File: src/design/pidh_pkg.sv
// Shared constants, types and register codes of the periodic-image density histogram.
// Depends on nothing; pidh_front, pidh_back, pidh_store and the top level import it.
`default_nettype none
package pidh_pkg;
    localparam int DIM_X       = 32;
    localparam int DIM_Y       = 32;
    localparam int DIM_Z       = 16;
    localparam int NUM_KINDS   = 4;
    localparam int IMAGE_REACH = 2;
    localparam int PLANE       = DIM_X * DIM_Y * DIM_Z;
    localparam int TOTAL_BINS  = NUM_KINDS * PLANE;
    localparam int STORE_DEPTH = 65536;
    localparam int ADDR_W      = 16;
    localparam int CNT_W       = 24;
    localparam int BIN_W       = 10;
    localparam int OFF_W       = 3;
    localparam int FIFO_DEPTH  = 4;
    localparam int FIFO_AW     = 2;
    localparam logic [CNT_W-1:0] COUNT_MAX = {CNT_W{1'b1}};

    localparam logic [2:0] CFG_LAT_A     = 3'd0;
    localparam logic [2:0] CFG_LAT_B     = 3'd1;
    localparam logic [2:0] CFG_LAT_C     = 3'd2;
    localparam logic [2:0] CFG_WIN_LOW   = 3'd3;
    localparam logic [2:0] CFG_WIN_HIGH  = 3'd4;
    localparam logic [2:0] CFG_BIN_SCALE = 3'd5;

    typedef enum logic {CMD_ADD = 1'b0, CMD_READ = 1'b1} cmd_t;

    typedef struct packed {
        cmd_t               cmd;
        logic signed [23:0] frac_x;
        logic signed [23:0] frac_y;
        logic signed [23:0] frac_z;
        logic [1:0]         atom_kind;
        logic [15:0]        read_index;
    } item_t;

    typedef struct packed {
        logic [62:0] lat_a;
        logic [62:0] lat_b;
        logic [62:0] lat_c;
        logic [62:0] win_low;
        logic [62:0] win_high;
        logic [59:0] scale;
    } cfg_t;

    typedef struct packed {
        logic              valid;
        logic [ADDR_W-1:0] addr;
    } upd_t;

    typedef struct packed {
        logic              valid;
        logic              out_of_range;
        logic [ADDR_W-1:0] addr;
    } rd_req_t;
endpackage
`default_nettype wire

File: src/design/pidh_front.sv
// Front end: input item queue between the port and the back end.
// Depends on pidh_pkg.
`default_nettype none
module pidh_front
    import pidh_pkg::*;
(
    input  wire logic  aclk,
    input  wire logic  aresetn,
    input  wire logic  enable,
    input  wire logic  push_valid,
    output logic       push_ready,
    input  wire item_t push_item,
    output logic       head_valid,
    output item_t      head_item,
    input  wire logic  pop
);
    item_t                  q_reg [FIFO_DEPTH];
    logic [FIFO_AW-1:0]     wr_ptr_reg, wr_ptr_next, rd_ptr_reg, rd_ptr_next;
    logic [FIFO_AW:0]       count_reg, count_next;
    logic                   do_push, do_pop;

    assign push_ready = enable && (count_reg < (FIFO_AW+1)'(FIFO_DEPTH));
    assign do_push    = push_valid && push_ready;
    assign head_valid = (count_reg != '0);
    assign head_item  = q_reg[rd_ptr_reg];
    assign do_pop     = pop && head_valid;

    always_comb begin
        wr_ptr_next = do_push ? wr_ptr_reg + 1'b1 : wr_ptr_reg;
        rd_ptr_next = do_pop ? rd_ptr_reg + 1'b1 : rd_ptr_reg;
        count_next  = count_reg;
        if (do_push && !do_pop) begin
            count_next = count_reg + 1'b1;
        end else if (!do_push && do_pop) begin
            count_next = count_reg - 1'b1;
        end
    end

    always_ff @(posedge aclk) begin
        if (!aresetn) begin
            wr_ptr_reg <= '0;
            rd_ptr_reg <= '0;
            count_reg  <= '0;
        end else begin
            wr_ptr_reg <= wr_ptr_next;
            rd_ptr_reg <= rd_ptr_next;
            count_reg  <= count_next;
        end
    end

    always_ff @(posedge aclk) begin
        if (do_push) begin
            q_reg[wr_ptr_reg] <= push_item;
        end
    end
endmodule
`default_nettype wire

File: config.mk
export PLATFORM = sky130hd
export DESIGN_NAME = pidh_front
export DESIGN_NICKNAME = d
export VERILOG_FILES = /design/src/design/pidh_pkg.sv /design/src/design/pidh_front.sv
export SDC_FILE = /design/constraint.sdc
export NUM_CORES = 1
export LEC_CHECK = 0
export BUFFER_PORTS_ARGS = -buffer_cell sky130_fd_sc_hd__buf_4
export CAP_MARGIN = 30
export CORE_MARGIN = 2
export CORE_UTILIZATION = 51
export CTS_BUF_LIST = sky130_fd_sc_hd__clkbuf_8
export CTS_CLUSTER_SIZE = 25
export DETAILED_ROUTE_END_ITERATION = 6
export PLACE_DENSITY_LB_ADDON = 0.08
export SLEW_MARGIN = 5
export SYNTH_ARGS = -nofsm -noshare
export SYNTH_HDL_FRONTEND = slang
export SYNTH_SLANG_ARGS = --single-unit
File: constraint.sdc
create_clock -name aclk -period 3.6 [get_ports aclk]
set_clock_uncertainty 0.15 [all_clocks]
set_input_delay 0.54 -clock aclk [delete_from_list [all_inputs] [get_ports aclk]]
set_output_delay 0.54 -clock aclk [all_outputs]
set_load 0.05 [all_outputs]
==> impl_results.md <==
- Outcome: finished, final reports clean
- Synth top area share: 0.7982
- Max Cap Viol: 0
- Die Y-Extent: 167.9 um
- Period utilization: 0.8469
- DR DRC count: 0
- WL per Instance: approximately 21 um
- Routed vias: between 6000 and 7000
- Post-route cell area: ~17000 um^2
- Sw frac: 0.3351
- FILL cells: roughly 1700
- Cell taking the most area after synthesis: edfxtp_1
- CTS Buffer Depth: 3
- Worst-Skew Late Latency: ~0.56 ns
- Total Neg Setup Slack: 0 ns
- Critical register-to-register path startpoint: count_reg[2]
- CTS clock-pin slew for the worst setup and hold paths: 0.06 ns
- Inserted Clock Buffers: between 50 and 60
- Register area: approximately 11000 um^2
- Hold path startpoint: aresetn
- Worst-margin pin slew: between 0.5 and 0.6 ns
- DP Wirelength: between 10000 and 15000 um
- Syn Inst Count: 520
- Layout area overhead: 27.76%
- Crit Path Max Fanout: 20
- Post-layout util: 0.6676
- Die Width: about 170 um
- Fmax: ~330 MHz
- RSZ-0062 raised after global routing: false
- Tmin final: 3.049 ns
- Die Footprint: between 20000 and 30000 um^2
- Seq/Total Area, Yosys: 0.8114
- Final layout net count: between 900 and 1000
- Top cells by area, synth: edfxtp_1 80%, mux4_2 15%, buf_12 1.3%
- Std cell rows: 59
- Final setup violation count: 0
- Via-to-Cell Ratio: 5.322
- Port-buffer cells: approximately 190
- Hold Crit Depth: 2
- Yosys reg bits: around 370
- Worst path max stage delay: between 0.6 and 0.7 ns
- Worst path cell trace: buf_4 -> mux4_2 -> buf_4
- Multi-input logic area: 2336 um^2
- Worst setup SP type: register
- Initial Utilization: 0.5225
- CTS sink count: between 300 and 400
- First-pass GRT wire length: 40050 um
- Leak Pwr: 5.986 nW
- Reg power frac: 0.412
- Final ANT Viol Nets: 0
- Yosys synthesis warning count: 0
- Core ar.: between 20000 and 30000 um^2
- Crit. End Element: output pin
- Reg2reg path depth: 7
- Cell variety after synth: 21
- Master of the slowest instance on the critical path: dfxtp_4
- Clock power share: 0.266
- Internal: roughly 8.3 mW
- GRT Util Overall: 0.1867
- Grt ovf: 0
- Share of layout cells above drive strength 1: 0.4219
- Drt total wl: between 20000 and 30000 um
- Worst VDD drop: approximately 500 uV
- Post-cts resize count: 0
- Pwr per Cell Area: between 700 and 800 nW/um^2
- Pin count of the biggest net entering global routing: 92
- First drt pass iteration count: 4
- Antenna cell count: 0
- Synthesized cell area: 13690 um^2
- Slew margin rel.: 0.6045
- CTS tree: built
- H-tree depth: 2
- Antenna violations before repair: 0
- Vias in the first global route: 7368
- Clock root cell: clkbuf_8
- Initial DRC count: about 450
- Worst R2R Setup Slack: approximately 1.1 ns
- Crit Path Category: reg2out
- Placed Area: 15470 um^2
- R2R Path End: count_reg[2]
- Placer Congestion: approximately 0.72
- Synth Area per Inst: 26.33 um^2
- Synth Net Count: 622
- Max Slew Vio Count: 0
- Num ports: between 150 and 200
- Most common cell on crit path: buf_4
- Crit path DAT: roughly 2.4 ns
- Net switching power of the design: around 4.2 mW
- Post-CTS Setup Repair Bufs: 0
- Hold crit path type: in2reg
- Final hold violations: 0
- Largest register FFs: between 300 and 400
- Combinational Power Share: 0.322
- Crit path required time: a little under 3 ns
[power by group through the flow]
stage	clock network (mW)	logic (mW)	registers, mW
2_1_floorplan	0	3.16	5.16
4_1_cts	3.44	4.10	5.18
6_report	3.34	4.04	5.17
5_1_grt	3.64	4.22	5.20
3_5_place_dp	0	4.01	5.27
3_3_place_gp	0	3.98	5.26
[stage by stage]
stage	setup WS (ns)	cells	hold slack, ns	power, mW
CTS	0.4519	1231	0.04929	12.72
floorplan	0.01936	520	0.3653	8.322
detailed placement	0.9851	1034	0.4149	9.280
global placement	1.115	1034	0.3902	9.238
global route	0.3704	1231	0.06888	13.07
finish	0.5513	1231	0.09697	12.56
[cell type report]
type	count	share of cell area
Clock inverter	45	0.01545
Inverter	3	0.0006437
Timing Repair Buffer	291	0.1429
Tap cell	335	0.02396
Multi-Input combinational cell	123	0.1335
Sequential cell	373	0.6355
Clock buffer	61	0.04799
[layer usage]
| metal | vias up | track usage | wire length (um) |
|---|---|---|---|
| li1 | 2908 | - | - |
| met1 | 3379 | 0.2420 | 10490 |
| met2 | 215 | 0.3180 | 13100 |
| met3 | 49 | 0.04325 | 1576 |
| met4 | 0 | 0.05860 | 517 |
| met5 | - | 0 | 0 |
[kinds of logic (layout without fill, tap and decap cells)]
| kind of cell | Yosys count | count (layout) | share of synthesized area |
|---|---|---|---|
| simple gates | 15 | 15 | 0.007036 |
| xor+xnor | 5 | 5 | 0.003198 |
| fa+ha+maj | 6 | 6 | 0.006031 |
| buf+inv | 24 | 400 | 0.01873 |
| flops | 373 | 373 | 0.8114 |
| mux | 93 | 93 | 0.1511 |
| compound gates | 4 | 4 | 0.002467 |
[worst max-delay path by stage]
stage / startpoint / end / slack, ns
finish: register / head_item[0] / 0.55
floorplan: push_valid / q_reg[0][0] / 0.02
global placement: register / head_item[87] / 1.11
global route: register / head_item[76] / 0.37
CTS: register / head_item[76] / 0.45
detailed placement: push_valid / count_reg[2] / 0.99
[cells in the final DEF, fill, tap and decap left out]
cell	synthesis	final
xor2_1	1	1
or3_1	2	2
edfxtp_1	364	364
clkinv_2	0	15
xnor2_1	4	4
and3b_1	1	1
bufinv_16	0	3
fa_1	1	1
and2_4	0	4
nor2b_1	3	3
clkinvlp_4	0	1
mux2i_1	2	2
inv_1	3	17
o21ai_0	1	1
clkbuf_8	0	61
dfxtp_4	0	2
ha_1	5	5
buf_4	0	193
mux4_2	91	91
buf_12	9	7
o311ai_1	1	1
dfxtp_1	9	7
and2_1	9	5
a21boi_0	1	1
dlygate4sd3_1	0	91
o31ai_2	1	1
clkinv_1	0	12
[synthesized netlist by cell type, drive strengths merged]
| master | number |
|---|---|
| edfxtp | 364 |
| mux4 | 91 |
| buf | 20 |
| and2 | 9 |
| dfxtp | 9 |
| ha | 5 |
| xnor2 | 4 |
| inv | 3 |
| nor2b | 3 |
| mux2i | 2 |
| or3 | 2 |
| a21boi | 1 |
| and3b | 1 |
| clkbuf | 1 |
| fa | 1 |
| o21ai | 1 |
| o311ai | 1 |
| o31ai | 1 |
| xor2 | 1 |
[critical path: cells and delay by family (launching register included)]
kind     cells  cell delay [ns]
buf+inv      2             0.60
mux          1             0.57
flops        1             0.62
[what timing repair did]
item                       4_1_cts  5_1_grt
hold endpoints to repair       363        0
setup endpoints to repair        0        0
hold buffers                    91        0
No activity file was read; power rests on OpenSTA's default activity.
